$ cat src/design/assert_macros.svh
// Concurrent assertion helpers, used by epm_fifo.
// Compiled out when SYNTHESIS is defined.
`ifndef ASSERT_MACROS_SVH
`define ASSERT_MACROS_SVH

`ifndef SYNTHESIS

`define ASSERT_ALWAYS(label, clk, rst_n, expr, msg) \
    label: assert property (@(posedge clk) disable iff (!rst_n) (expr)) else $error(msg);

`define ASSERT_IMPLIES(label, clk, rst_n, ante, cons, msg) \
    label: assert property (@(posedge clk) disable iff (!rst_n) (ante) |-> (cons)) \
        else $error(msg);

`else

`define ASSERT_ALWAYS(label, clk, rst_n, expr, msg)

`define ASSERT_IMPLIES(label, clk, rst_n, ante, cons, msg)

`endif

`endif

$ cat src/design/epm_pkg.sv
// Shared constants and types for the exact pattern matcher.
// No dependencies.
package epm_pkg;

    localparam int MAX_PATTERN    = 16;
    localparam int INDEX_BITS     = 16;
    localparam int WINDOW_DEPTH   = 16;
    localparam int WIN_IDX_BITS   = $clog2(WINDOW_DEPTH);
    localparam int LEN_BITS       = 5;
    localparam int START_BITS     = 16;
    localparam int CFG_DATA_BITS  = 64;
    localparam int CFG_INDEX_BITS = 2;
    localparam int FIFO_DEPTH     = 2;

    localparam logic [CFG_INDEX_BITS-1:0] CFG_PATTERN_LOW    = 2'd0;
    localparam logic [CFG_INDEX_BITS-1:0] CFG_PATTERN_HIGH   = 2'd1;
    localparam logic [CFG_INDEX_BITS-1:0] CFG_PATTERN_LENGTH = 2'd2;

    localparam logic [INDEX_BITS-1:0] COUNT_MAX = {INDEX_BITS{1'b1}};

    typedef logic [WINDOW_DEPTH-1:0][7:0] window_t;
    typedef logic [MAX_PATTERN-1:0][7:0]  pattern_t;

    typedef struct packed {
        window_t               window;
        logic [INDEX_BITS-1:0] pos;
        logic                  last;
    } epm_entry_t;

    typedef struct packed {
        logic full;
        logic valid;
    } epm_fifo_status_t;

endpackage

$ cat src/design/exact_pattern_matcher.sv
// Top level of the exact pattern matcher: front end, queue, back end.
// Depends on epm_pkg, epm_front, epm_fifo, epm_back.
//
//  channel  dir  handshake          content
//  s_axis   in   tvalid/tready      tdata[7:0] text_byte, tlast text_last
//  m_axis   out  tvalid/tready      tdata[15:0] start_index, tuser found,
//                                   tlast end_of_text
//  cfg      in   cfg_we             cfg_index, cfg_data (64 bit)
//
// One beat per cycle sustained while m_axis accepts.
// Front end and output register are split by a two-entry queue.
// rst_n clears the count, queue and output valid; window contents are don't-care.
// A stalled m_axis fills the queue, then s_tready drops.
module exact_pattern_matcher (
    input  logic                                 clk,
    input  logic                                 rst_n,
    input  logic                                 s_tvalid,
    output logic                                 s_tready,
    input  logic [7:0]                           s_tdata,  // text_byte
    input  logic                                 s_tlast,
    output logic                                 m_tvalid,
    input  logic                                 m_tready,
    output logic [epm_pkg::START_BITS-1:0]       m_tdata,  // start_index
    output logic                                 m_tuser,  // found
    output logic                                 m_tlast,
    input  logic                                 cfg_we,
    input  logic [epm_pkg::CFG_INDEX_BITS-1:0]   cfg_index,
    input  logic [epm_pkg::CFG_DATA_BITS-1:0]    cfg_data
);
    import epm_pkg::*;

    epm_fifo_status_t fifo_status;
    epm_entry_t       push_entry;
    epm_entry_t       head_entry;
    logic             push;
    logic             pop;

    epm_front u_front (
        .clk         (clk),
        .rst_n       (rst_n),
        .text_byte   (s_tdata),
        .text_last   (s_tlast),
        .in_valid    (s_tvalid),
        .in_ready    (s_tready),
        .fifo_status (fifo_status),
        .push        (push),
        .push_entry  (push_entry)
    );

    epm_fifo u_fifo (
        .clk        (clk),
        .rst_n      (rst_n),
        .push       (push),
        .push_entry (push_entry),
        .pop        (pop),
        .head_entry (head_entry),
        .status     (fifo_status)
    );

    epm_back u_back (
        .clk         (clk),
        .rst_n       (rst_n),
        .cfg_we      (cfg_we),
        .cfg_index   (cfg_index),
        .cfg_data    (cfg_data),
        .head_entry  (head_entry),
        .fifo_status (fifo_status),
        .pop         (pop),
        .out_valid   (m_tvalid),
        .out_ready   (m_tready),
        .found       (m_tuser),
        .start_index (m_tdata),
        .end_of_text (m_tlast)
    );

endmodule

$ cat src/design/epm_front.sv
// Front end: takes text beats, keeps the byte window and position count.
// Depends on epm_pkg.
module epm_front (
    input  logic                      clk,
    input  logic                      rst_n,
    input  logic [7:0]                text_byte,
    input  logic                      text_last,
    input  logic                      in_valid,
    output logic                      in_ready,
    input  epm_pkg::epm_fifo_status_t fifo_status,
    output logic                      push,
    output epm_pkg::epm_entry_t       push_entry
);
    import epm_pkg::*;

    window_t               window_reg;
    window_t               window_next;
    logic [INDEX_BITS-1:0] count_reg;
    logic [INDEX_BITS-1:0] count_next;

    assign in_ready    = !fifo_status.full;
    assign push        = in_valid && in_ready;
    assign window_next = {window_reg[WINDOW_DEPTH-2:0], text_byte};

    always_comb
    begin
        count_next = count_reg;
        if (push)
        begin
            if (text_last)
                count_next = '0;
            else if (count_reg != COUNT_MAX)
                count_next = count_reg + INDEX_BITS'(1);
        end
    end

    assign push_entry.window = window_next;
    assign push_entry.pos    = count_reg;
    assign push_entry.last   = text_last;

    always_ff @(posedge clk or negedge rst_n)
    begin
        if (!rst_n)
            count_reg <= '0;
        else
            count_reg <= count_next;
    end

    always_ff @(posedge clk)
    begin
        if (push)
            window_reg <= window_next;
    end

endmodule

$ cat src/design/epm_fifo.sv
// Short queue between front and back ends.
// Depends on epm_pkg and assert_macros.svh.
`include "assert_macros.svh"

module epm_fifo (
    input  logic                      clk,
    input  logic                      rst_n,
    input  logic                      push,
    input  epm_pkg::epm_entry_t       push_entry,
    input  logic                      pop,
    output epm_pkg::epm_entry_t       head_entry,
    output epm_pkg::epm_fifo_status_t status
);
    import epm_pkg::*;

    localparam int PTR_BITS   = (FIFO_DEPTH > 1) ? $clog2(FIFO_DEPTH) : 1;
    localparam int COUNT_BITS = $clog2(FIFO_DEPTH + 1);
    localparam logic [PTR_BITS-1:0]   PTR_LAST   = PTR_BITS'(FIFO_DEPTH - 1);
    localparam logic [COUNT_BITS-1:0] COUNT_FULL = COUNT_BITS'(FIFO_DEPTH);

    epm_entry_t            entry_reg [FIFO_DEPTH];
    logic [PTR_BITS-1:0]   wr_ptr_reg;
    logic [PTR_BITS-1:0]   wr_ptr_next;
    logic [PTR_BITS-1:0]   rd_ptr_reg;
    logic [PTR_BITS-1:0]   rd_ptr_next;
    logic [COUNT_BITS-1:0] count_reg;
    logic [COUNT_BITS-1:0] count_next;

    assign status.full  = (count_reg == COUNT_FULL);
    assign status.valid = (count_reg != '0);
    assign head_entry   = entry_reg[rd_ptr_reg];

    always_comb
    begin
        wr_ptr_next = wr_ptr_reg;
        rd_ptr_next = rd_ptr_reg;
        count_next  = count_reg;
        if (push)
            wr_ptr_next = (wr_ptr_reg == PTR_LAST) ? '0 : wr_ptr_reg + PTR_BITS'(1);
        if (pop)
            rd_ptr_next = (rd_ptr_reg == PTR_LAST) ? '0 : rd_ptr_reg + PTR_BITS'(1);
        if (push && !pop)
            count_next = count_reg + COUNT_BITS'(1);
        else if (pop && !push)
            count_next = count_reg - COUNT_BITS'(1);
    end

    always_ff @(posedge clk or negedge rst_n)
    begin
        if (!rst_n)
        begin
            wr_ptr_reg <= '0;
            rd_ptr_reg <= '0;
            count_reg  <= '0;
        end
        else
        begin
            wr_ptr_reg <= wr_ptr_next;
            rd_ptr_reg <= rd_ptr_next;
            count_reg  <= count_next;
        end
    end

    always_ff @(posedge clk)
    begin
        if (push)
            entry_reg[wr_ptr_reg] <= push_entry;
    end

    `ASSERT_ALWAYS(a_count_bound, clk, rst_n, count_reg <= COUNT_FULL, "fifo count overrun")
    `ASSERT_IMPLIES(a_no_push_full, clk, rst_n, push, !status.full || pop, "push into full fifo")
    `ASSERT_IMPLIES(a_no_pop_empty, clk, rst_n, pop, status.valid, "pop from empty fifo")
    `ASSERT_IMPLIES(a_ptr_gap, clk, rst_n, count_reg == '0, wr_ptr_reg == rd_ptr_reg,
        "pointers differ while empty")

endmodule

$ cat src/design/epm_back.sv
// Back end: pattern registers, window compare and the output register.
// Depends on epm_pkg.
module epm_back (
    input  logic                                 clk,
    input  logic                                 rst_n,
    input  logic                                 cfg_we,
    input  logic [epm_pkg::CFG_INDEX_BITS-1:0]   cfg_index,
    input  logic [epm_pkg::CFG_DATA_BITS-1:0]    cfg_data,
    input  epm_pkg::epm_entry_t                  head_entry,
    input  epm_pkg::epm_fifo_status_t            fifo_status,
    output logic                                 pop,
    output logic                                 out_valid,
    input  logic                                 out_ready,
    output logic                                 found,
    output logic [epm_pkg::START_BITS-1:0]       start_index,
    output logic                                 end_of_text
);
    import epm_pkg::*;

    logic [CFG_DATA_BITS-1:0] pat_low_reg;
    logic [CFG_DATA_BITS-1:0] pat_high_reg;
    logic [LEN_BITS-1:0]      pat_len_reg;
    pattern_t                 pattern;
    logic [LEN_BITS-1:0]      len_eff;
    logic [LEN_BITS-1:0]      len_m1;
    logic [MAX_PATTERN-1:0]   eq;
    logic [INDEX_BITS-1:0]    back_off;
    logic [INDEX_BITS-1:0]    start_pos;
    logic                     hit;

    logic                     valid_reg;
    logic                     found_reg;
    logic [START_BITS-1:0]    start_reg;
    logic                     last_reg;

    assign pattern = pattern_t'({pat_high_reg, pat_low_reg});
    assign len_eff = (pat_len_reg > LEN_BITS'(MAX_PATTERN)) ? LEN_BITS'(MAX_PATTERN)
                                                             : pat_len_reg;
    assign len_m1  = len_eff - LEN_BITS'(1);

    always_comb
    begin
        for (int j = 0; j < MAX_PATTERN; j++)
        begin
            eq[j] = (LEN_BITS'(j) >= len_eff) ||
                    (head_entry.window[WIN_IDX_BITS'(len_m1 - LEN_BITS'(j))] == pattern[j]);
        end
    end

    assign back_off  = INDEX_BITS'(len_m1);
    assign start_pos = head_entry.pos - back_off;
    assign hit       = (len_eff != '0) && (head_entry.pos >= back_off) && (&eq);

    assign pop = fifo_status.valid && (!valid_reg || out_ready);

    always_ff @(posedge clk or negedge rst_n)
    begin
        if (!rst_n)
        begin
            pat_low_reg  <= '0;
            pat_high_reg <= '0;
            pat_len_reg  <= LEN_BITS'(1);
        end
        else if (cfg_we)
        begin
            unique case (cfg_index)
                CFG_PATTERN_LOW:    pat_low_reg  <= cfg_data;
                CFG_PATTERN_HIGH:   pat_high_reg <= cfg_data;
                CFG_PATTERN_LENGTH: pat_len_reg  <= cfg_data[LEN_BITS-1:0];
                default:            ;
            endcase
        end
    end

    always_ff @(posedge clk or negedge rst_n)
    begin
        if (!rst_n)
            valid_reg <= 1'b0;
        else if (pop)
            valid_reg <= 1'b1;
        else if (out_ready)
            valid_reg <= 1'b0;
    end

    always_ff @(posedge clk)
    begin
        if (pop)
        begin
            found_reg <= hit;
            start_reg <= hit ? START_BITS'(start_pos) : '0;
            last_reg  <= head_entry.last;
        end
    end

    assign out_valid   = valid_reg;
    assign found       = found_reg;
    assign start_index = start_reg;
    assign end_of_text = last_reg;

endmodule

$ cat config.mk
export PLATFORM = sky130hd
export DESIGN_NAME = exact_pattern_matcher
export DESIGN_NICKNAME = d
export VERILOG_FILES = /design/src/design/epm_pkg.sv /design/src/design/exact_pattern_matcher.sv /design/src/design/epm_front.sv /design/src/design/epm_fifo.sv /design/src/design/epm_back.sv
export VERILOG_INCLUDE_DIRS = /design/src /design/src/design
export SDC_FILE = /design/constraint.sdc
export NUM_CORES = 1
export LEC_CHECK = 0
export BUFFER_PORTS_ARGS = -buffer_cell sky130_fd_sc_hd__clkbuf_2
export CAP_MARGIN = 20
export CORE_UTILIZATION = 40
export DETAILED_ROUTE_END_ITERATION = 7
export PLACE_DENSITY_LB_ADDON = 0.2
export SLEW_MARGIN = 20
export SYNTH_ARGS = -nofsm -noshare
export SYNTH_HDL_FRONTEND = slang
export SYNTH_SLANG_ARGS = --single-unit
$ cat constraint.sdc
create_clock -name clk -period 17 [get_ports clk]
set_input_delay 3.4 -clock clk [delete_from_list [all_inputs] [get_ports clk]]
set_output_delay 3.4 -clock clk [all_outputs]
set_load 0.02 [all_outputs]
==> out/metrics.csv, run 1 <==
stage;metric;value;unit
floorplan;core;0.0759;mm^2
worst_setup_path;required;17.44;ns
placed_design;io_buffers;99;
logic_synthesis;syn_area;0.0307;mm^2
floorplan;fp-row-count;101;
logic_synthesis;syn_inst;2227;
clock_network;cts_sinks;582;
clock_network;cts_tree;done;
timing;final.setup.worst_slack;10.16;ns
logic_synthesis;yosysUniqueCellTypes;93;
routing;vias;20100;
clock_network;ctsResizeCount;0;
logic_synthesis;ys_seq_elements;582;
global_route;grt_overflow;0;
worst_setup_path;cp.buffers_inverters;2;
routing;drt_iter0_markers;1769;
logic_synthesis;seq_area_frac_synth;54.4;%
timing;tightest_slew;1.18;ns
logic_synthesis;synthSimpleGateAreaFrac;6.44;%
logic_synthesis;synth-edff-count;428;
global_route;grt_antenna_before_repair;2;
logic_synthesis;synthMuxAreaShare;22.8;%
worst_hold_path;hp-class;register to register;
logic_synthesis;synth_compound_area_share;8.43;%
cells_and_area;nFillCells;6749;
timing;fin_worst_skew;0.0266;ns
routing;drt_first_pass_iters;6;
floorplan;num_io_pins;100;
floorplan;die_x;279;um
timing;fmax;146;MHz
floorplan;die_area;0.0779;mm^2
worst_setup_path;cp-start-kind;register;
logic_synthesis;synth_xor_area_share;4.69;%
worst_setup_path;critical_path_arrival;7.27;ns
clock_network;clock-root-buffer;clkbuf_16;
floorplan;start_util;40.4;%
worst_setup_path;end_kind;register;
clock_network;cts_setup_buffers;0;
floorplan;die_h;279;um
logic_synthesis;synth_top_family_by_area;multiplexers;
logic_synthesis;syn_nets;2323;
logic_synthesis;avgSynthCellArea;13.8;um^2
clock_network;clockBufferDepth;3;
placed_design;hpwl;66.8;mm
cells_and_area;largest_register_ffs;290;
pwr;power_density;192;mW/mm^2
logic_synthesis;async_flop_share;26.5;%
timing;fin_crit;6.84;ns
clock_network;hold_buffers;0;
global_route;grt_pass1_vias;19600;
timing;rsz0062_at_grt;no;
logic_synthesis;ys_warn_count;0;
global_route;grt_max_degree;83;
run;max_cap_violations;0;
worst_setup_path;critPathKind;register to register;
logic_synthesis;synth_fa_ha_area_share;0.676;%
worst_setup_path;cp_slowest_cell;clkinv_1;
routing;drt-total-wl;92.3;mm
routing;post_drt_via_cell_ratio;5.98;
global_route;grt_usage;23.6;%
timing;post-route-period-util;40.2;%
timing;max_slew_margin;21.4;%
global_route;grt_pass1_wl;135;mm
clock_network;cts_buffers;60;
clock_network;clk_latency;0.64;ns
timing;tns;0;ns
timing;final_max_slew_viol_count;0;
cells_and_area;area_growth;11.3;%
routing;drt-wirelength-per-cell;27.4;um
clock_network;path_clk_slew;0.07;ns
pwr;p_leak;12.6;nW
timing;setup_viol;0;
placed_design;dp_slack;10.46;ns
cells_and_area;layout-drive-gt1-share;24.7;%
clock_network;htree_levels;2;
worst_setup_path;critPathMaxStageDelay;0.84;ns
logic_synthesis;yosys_most_used_dff;edfxtp_1;
pwr;total_power;0.00655;W
worst_setup_path;crit_chain;buf_4 -> nand2b_1 -> clkinv_1 -> a211oi_1 -> nand3_1 -> a222oi_1 -> a21boi_1 -> xor2_1 -> nand4_1 -> or4_1 -> o41ai_1 -> nand4_2 -> nor4_1;
timing;final_hold_viol_count;0;
routing;antenna_left;0;
routing;drc;0;
pwr;max-vdd-ir-drop;0.0000863;V
placed_design;gp_congestion;0.982;
worst_setup_path;worstPathMaxFanout;33;
worst_setup_path;path_delay_family;simple AND/OR/NAND/NOR gates;
cells_and_area;final_nets;2387;
run_status;status;complete, no violations;
path summary, 6_finish.rpt:
path,depth (start not counted),slack (ns),startpoint,endpoint
max in group asynchronous,2,12.98,rst_n,u_back.pat_high_reg[18]$_DFFE_PN0P_
min in group asynchronous,1,2.78,rst_n,u_front.count_reg[9]$_DFFE_PN0P_
worst max-delay path,13,10.16,u_back.pat_len_reg[4]$_DFFE_PN0P_,u_back.start_index[7]$_SDFFCE_PN0P_
worst min register to register,0,0.45,u_front.push_entry[140]$_DFFE_PP_,u_fifo.entry_reg[0][140]$_DFFE_PP_
worst min-delay path,0,0.45,u_front.push_entry[140]$_DFFE_PP_,u_fifo.entry_reg[0][140]$_DFFE_PP_
worst max register to register,13,10.16,u_back.pat_len_reg[4]$_DFFE_PN0P_,u_back.start_index[7]$_SDFFCE_PN0P_
cells in the mapped netlist (all sizes together), types with 42 or more instances:
master / count / area, um^2
nand3: 42 / 210
xnor2: 78 / 691
o21ai: 52 / 260
mux2: 214 / 2410
a22oi: 84 / 631
mux2i: 260 / 2600
nor2: 73 / 274
dfrtp: 153 / 3830
mux4: 88 / 1980
o22ai: 42 / 263
xor2: 84 / 751
clkbuf: 69 / 259
buf: 68 / 399
edfxtp: 428 / 12900
nand2: 95 / 364
power by group:
group	switching [W]	internal [W]	total (W)
Combinational	0.00181	0.00119	0.00300
Sequential	0.000254	0.00198	0.00223
Clock	0.000566	0.000749	0.00131
layer usage:
metal | part of all wire [%] | global-route usage (%) | wire length, um
met5 | 0 | 0 | 0
met4 | 3.4 | 8.24 | 3160
met3 | 6.8 | 3.94 | 6240
met2 | 46 | 36.6 | 42300
met1 | 44 | 33.3 | 40600
layout by cell type (no fill, tap or decap), types with 10 or more instances in the layout:
master       n
xor2_1      82
clkbuf_16   60
nor3_1      29
nand2_1     94
o21ai_0     52
xnor2_1     77
nand3_1     42
nor2_1      72
o22ai_1     42
ha_1        15
nor2b_1     11
a21oi_1     35
clkbuf_2    98
mux2_2     212
a221oi_1    18
inv_1       27
edfxtp_1   428
buf_4       38
clkinv_2    14
and3_1      12
o221ai_1    20
nand2b_1    12
mux2i_1    260
nor4_1      18
mux4_2      88
nand4_1     17
or3_1       10
dfrtp_1    151
a22o_1      25
a22oi_1     84
stage by stage:
step           cell area [um^2]  utilization [%]  hold WS (ns)  std cells
2_1_floorplan             30700                -         0.421       2227
3_3_place_gp              32200             42.4         0.423       3258
4_1_cts                   34200             45.0         0.450       3369
3_5_place_dp              32200             42.4         0.440       3258
6_report                  34200             45.0         0.448       3371
5_1_grt                   34200             45.0         0.455       3371
kinds of logic after synthesis:
logic type	Yosys count
adders and majority gates	16
buffers and inverters	170
and+or+nand+nor	375
AOI/OAI and AO/OA	360
muxes	562
xor gates and xnor gates	162
DFF	582
area by class of cell:
cell class | instances | area [um^2] | area share [%]
clock buffer | 69 | 1550 | 4.52
inverter | 33 | 134 | 0.392
tap | 1030 | 1290 | 3.77
sequential | 582 | 16700 | 48.9
timing repair buffer | 139 | 803 | 2.35
antenna | 1 | 2.50 | 0.00732
multi-input combinational | 1475 | 13300 | 38.8
clock inverter | 42 | 427 | 1.25
(Power assumes the default switching activity.)
==> inputs of run 2 (changes only) <==
==> constraint.sdc (replaced) <==
create_clock -name clk -period 6.4 [get_ports clk]
set_input_delay 1.28 -clock clk [delete_from_list [all_inputs] [get_ports clk]]
set_output_delay 1.28 -clock clk [all_outputs]
set_load 0.02 [all_outputs]
==> run 2 against run 1 <==
Net effect:
- the run now ends with design-rule violations left
- global-route usage grew 0.96 points
- clock skew grew 0.0090 ns
- design area grew 1.2%
- cell count grew 1.6%
- core utilization grew 0.55 points
- register-to-register slack lost 9.4 ns
- routed wire length grew 3.3%
==> out/metrics.csv, run 2 (synthesis results as in run 1) <==
stage;metric;value;unit;change
worst_setup_path;end_kind;register;;
pwr;power_density;511;mW/mm^2;+170%
run_status;status;finished with violations;;
timing;fin_worst_skew;0.0356;ns;+0.00902 ns
clock_network;cts_setup_buffers;0;;unchanged
clock_network;cts_sinks;582;;unchanged
global_route;grt_pass1_vias;20200;;+3.3%
worst_setup_path;cp-start-kind;register;;
worst_setup_path;path_delay_family;buffers and inverters;;
timing;final.setup.worst_slack;0.724;ns;-9.44 ns
run_status;violations;design-rule violations;;
cells_and_area;final_common_cell;edfxtp_1;;
timing;post-route-period-util;88.7;%;+48 points
worst_setup_path;cp.depth;15;;+2
clock_network;ctsResizeCount;0;;unchanged
routing;drt_iter0_markers;1799;;+1.7%
routing;vias;20300;;+0.97%
routing;drt-total-wl;95.4;mm;+3.3%
cells_and_area;layout-drive-gt1-share;25.8;%;+1.1 points
cells_and_area;antenna_cells;0;;-1
floorplan;core;0.0759;mm^2;unchanged
global_route;grt_overflow;0;;unchanged
clock_network;hold_buffers;0;;unchanged
worst_setup_path;crit_chain;buf_4 -> and2b_2 -> inv_4 -> buf_4 -> mux2i_1 -> mux2i_1 -> a22o_1 -> a221oi_1 -> xor2_1 -> nor4_1 -> nand2_1 -> o41ai_1 -> nand4_2 -> buf_4 -> nor4_1;;
cells_and_area;area_growth;12.7;%;
placed_design;dp_slack;0.688;ns;-9.77 ns
timing;final_max_slew_viol_count;0;;unchanged
timing;fmax;176;MHz;+20%
timing;tightest_slew;1.20;ns;+0.0232 ns
pwr;p_leak;12.9;nW;+2.1%
worst_setup_path;cp_slowest_cell;inv_4;;
worst_hold_path;hp-class;register to register;;
floorplan;die_h;279;um;unchanged
pwr;p_int;0.0106;W;+170%
pwr;max-vdd-ir-drop;0.000308;V;+260%
routing;post_drt_via_cell_ratio;5.94;;-0.65%
timing;setup_viol;0;;unchanged
pwr;switching_share;40.2;%;-0.057 points
cells_and_area;final_nets;2439;;+2.2%
worst_setup_path;cpMostUsedCell;buf_4;;
cells_and_area;final_cell_mix;edfxtp_1, mux2i_1, mux2_2, dfrtp_1, clkbuf_2;;
worst_setup_path;critPathKind;register to register;;
timing;fin_crit;5.68;ns;-1.16 ns
floorplan;die_x;279;um;unchanged
clock_network;clock-root-buffer;clkbuf_16;;
pwr;seq_power_share;33.3;%;-0.8 points
timing;rsz0062_at_grt;no;;
placed_design;hpwl;70.8;mm;+6.0%
routing;drt-wirelength-per-cell;27.8;um;+1.6%
timing;max_slew_margin;19.9;%;-1.5 points
timing;final_hold_viol_count;0;;unchanged
run;max_cap_violations;0;;unchanged
placed_design;io_buffers;99;;unchanged
routing;drt_first_pass_iters;8;;+2
worst_setup_path;critPathMaxStageDelay;0.62;ns;-0.22 ns
floorplan;die_area;0.0779;mm^2;unchanged
floorplan;num_io_pins;100;;unchanged
worst_setup_path;worstPathMaxFanout;51;;+55%
pwr;p_sw;0.00710;W;+170%
clock_network;clockBufferDepth;3;;unchanged
global_route;grt_usage;24.5;%;+0.96 points
routing;drc;4;;+4
clock_network;cts_tree;done;;
floorplan;start_util;40.4;%;unchanged
global_route;grt_max_degree;122;;+47%
pwr;p_comb_share;46.6;%;+0.7 points
placed_design;gp_congestion;0.969;;-1.3%
clock_network;path_clk_slew;0.06;ns;about the same
timing;tns;0;ns;unchanged
clock_network;cts_buffers;66;;+10%
routing;antenna_left;0;;unchanged
clock_network;clk_latency;0.63;ns;about the same
worst_setup_path;worstRegToRegCells;15;;+2
cells_and_area;largest_register_ffs;290;;unchanged
worst_setup_path;critical_path_arrival;6.08;ns;-1.19 ns
floorplan;fp-row-count;101;;unchanged
worst_hold_path;whs_path_depth;0;;unchanged
clock_network;htree_levels;3;;+1
global_route;grt_antenna_before_repair;0;;-2
pwr;clock_power_share;20.1;%;about the same
global_route;grt_pass1_wl;140;mm;+3.7%
worst_setup_path;required;6.81;ns;-10.63 ns
timing;hold_ws;0.446;ns;-0.00169 ns
pwr;total_power;0.0177;W;+170%
worst_setup_path;cp.buffers_inverters;4;;+2
run 2: cell types whose count changed in the layout (fill, tap and decap cells not counted), moves of 4 or more:
cell,change
clkinvlp_4,-4
clkinv_1,+6
bufinv_16,-4
buf_4,+45
clkbuf_1,+7
clkbuf_16,+7
run 2: cell type report:
| type | instances | area [um^2] |
|---|---|---|
| fill | 6798 | 41300 |
| sequential | 582 | 16700 |
| multi-input combinational | 1475 | 13300 |
| clock buffer | 82 | 1730 |
| tap | 1030 | 1290 |
| timing repair buffer | 185 | 1180 |
| clock inverter | 39 | 302 |
| inverter | 33 | 134 |
run 2: power groups by stage:
| stage | clock network [W] | registers (W) | logic, W |
|---|---|---|---|
| 2_1_floorplan | 0 | 0.00576 | 0.00556 |
| 4_1_cts | 0.00366 | 0.00588 | 0.00820 |
| 5_1_grt | 0.00379 | 0.00598 | 0.00875 |
| 3_3_place_gp | 0 | 0.00590 | 0.00814 |
| 3_5_place_dp | 0 | 0.00595 | 0.00817 |
| 6_report | 0.00355 | 0.00588 | 0.00824 |
run 2: worst paths after layout:
path                                                   startpoint                             endpoint  slack [ns]
worst max-delay path            u_back.pat_len_reg[4]$_DFFE_PN0P_  u_back.start_index[7]$_SDFFCE_PN0P_        0.72
worst min-delay path            u_front.push_entry[144]$_DFFE_PP_   u_fifo.entry_reg[1][144]$_DFFE_PP_        0.45
worst max register to register  u_back.pat_len_reg[4]$_DFFE_PN0P_  u_back.start_index[7]$_SDFFCE_PN0P_        0.72
worst min register to register  u_front.push_entry[144]$_DFFE_PP_   u_fifo.entry_reg[1][144]$_DFFE_PP_        0.45
max in group asynchronous                                   rst_n   u_back.pat_low_reg[14]$_DFFE_PN0P_        4.51
min in group asynchronous                                   rst_n     u_front.count_reg[5]$_DFFE_PN0P_        0.66
run 2: worst register-to-register path: stages, from the launching register on:
cell	delay (ns)
dfrtp_1	0.53
buf_4	0.30
and2b_2	0.27
inv_4	0.62
buf_4	0.40
mux2i_1	0.31
mux2i_1	0.34
a22o_1	0.29
a221oi_1	0.40
xor2_1	0.12
nor4_1	0.55
nand2_1	0.12
o41ai_1	0.55
nand4_2	0.17
buf_4	0.25
nor4_1	0.25
run 2: layer usage:
| metal | global-route usage [%] | part of all wire, % |
|---|---|---|
| met5 | 0 | 0 |
| met4 | 9.50 | 3.7 |
| met3 | 3.65 | 5.9 |
| met2 | 37.4 | 45 |
| met1 | 35.1 | 45 |
run 2: stage by stage:
stage / instance area, um^2 / utilization (%) / std cells
6_report: 34600 / 45.6 / 3426
5_1_grt: 34600 / 45.6 / 3426
4_1_cts: 34600 / 45.6 / 3426
3_5_place_dp: 32600 / 42.9 / 3305
3_3_place_gp: 32600 / 42.9 / 3305
2_1_floorplan: 30700 / - / 2227
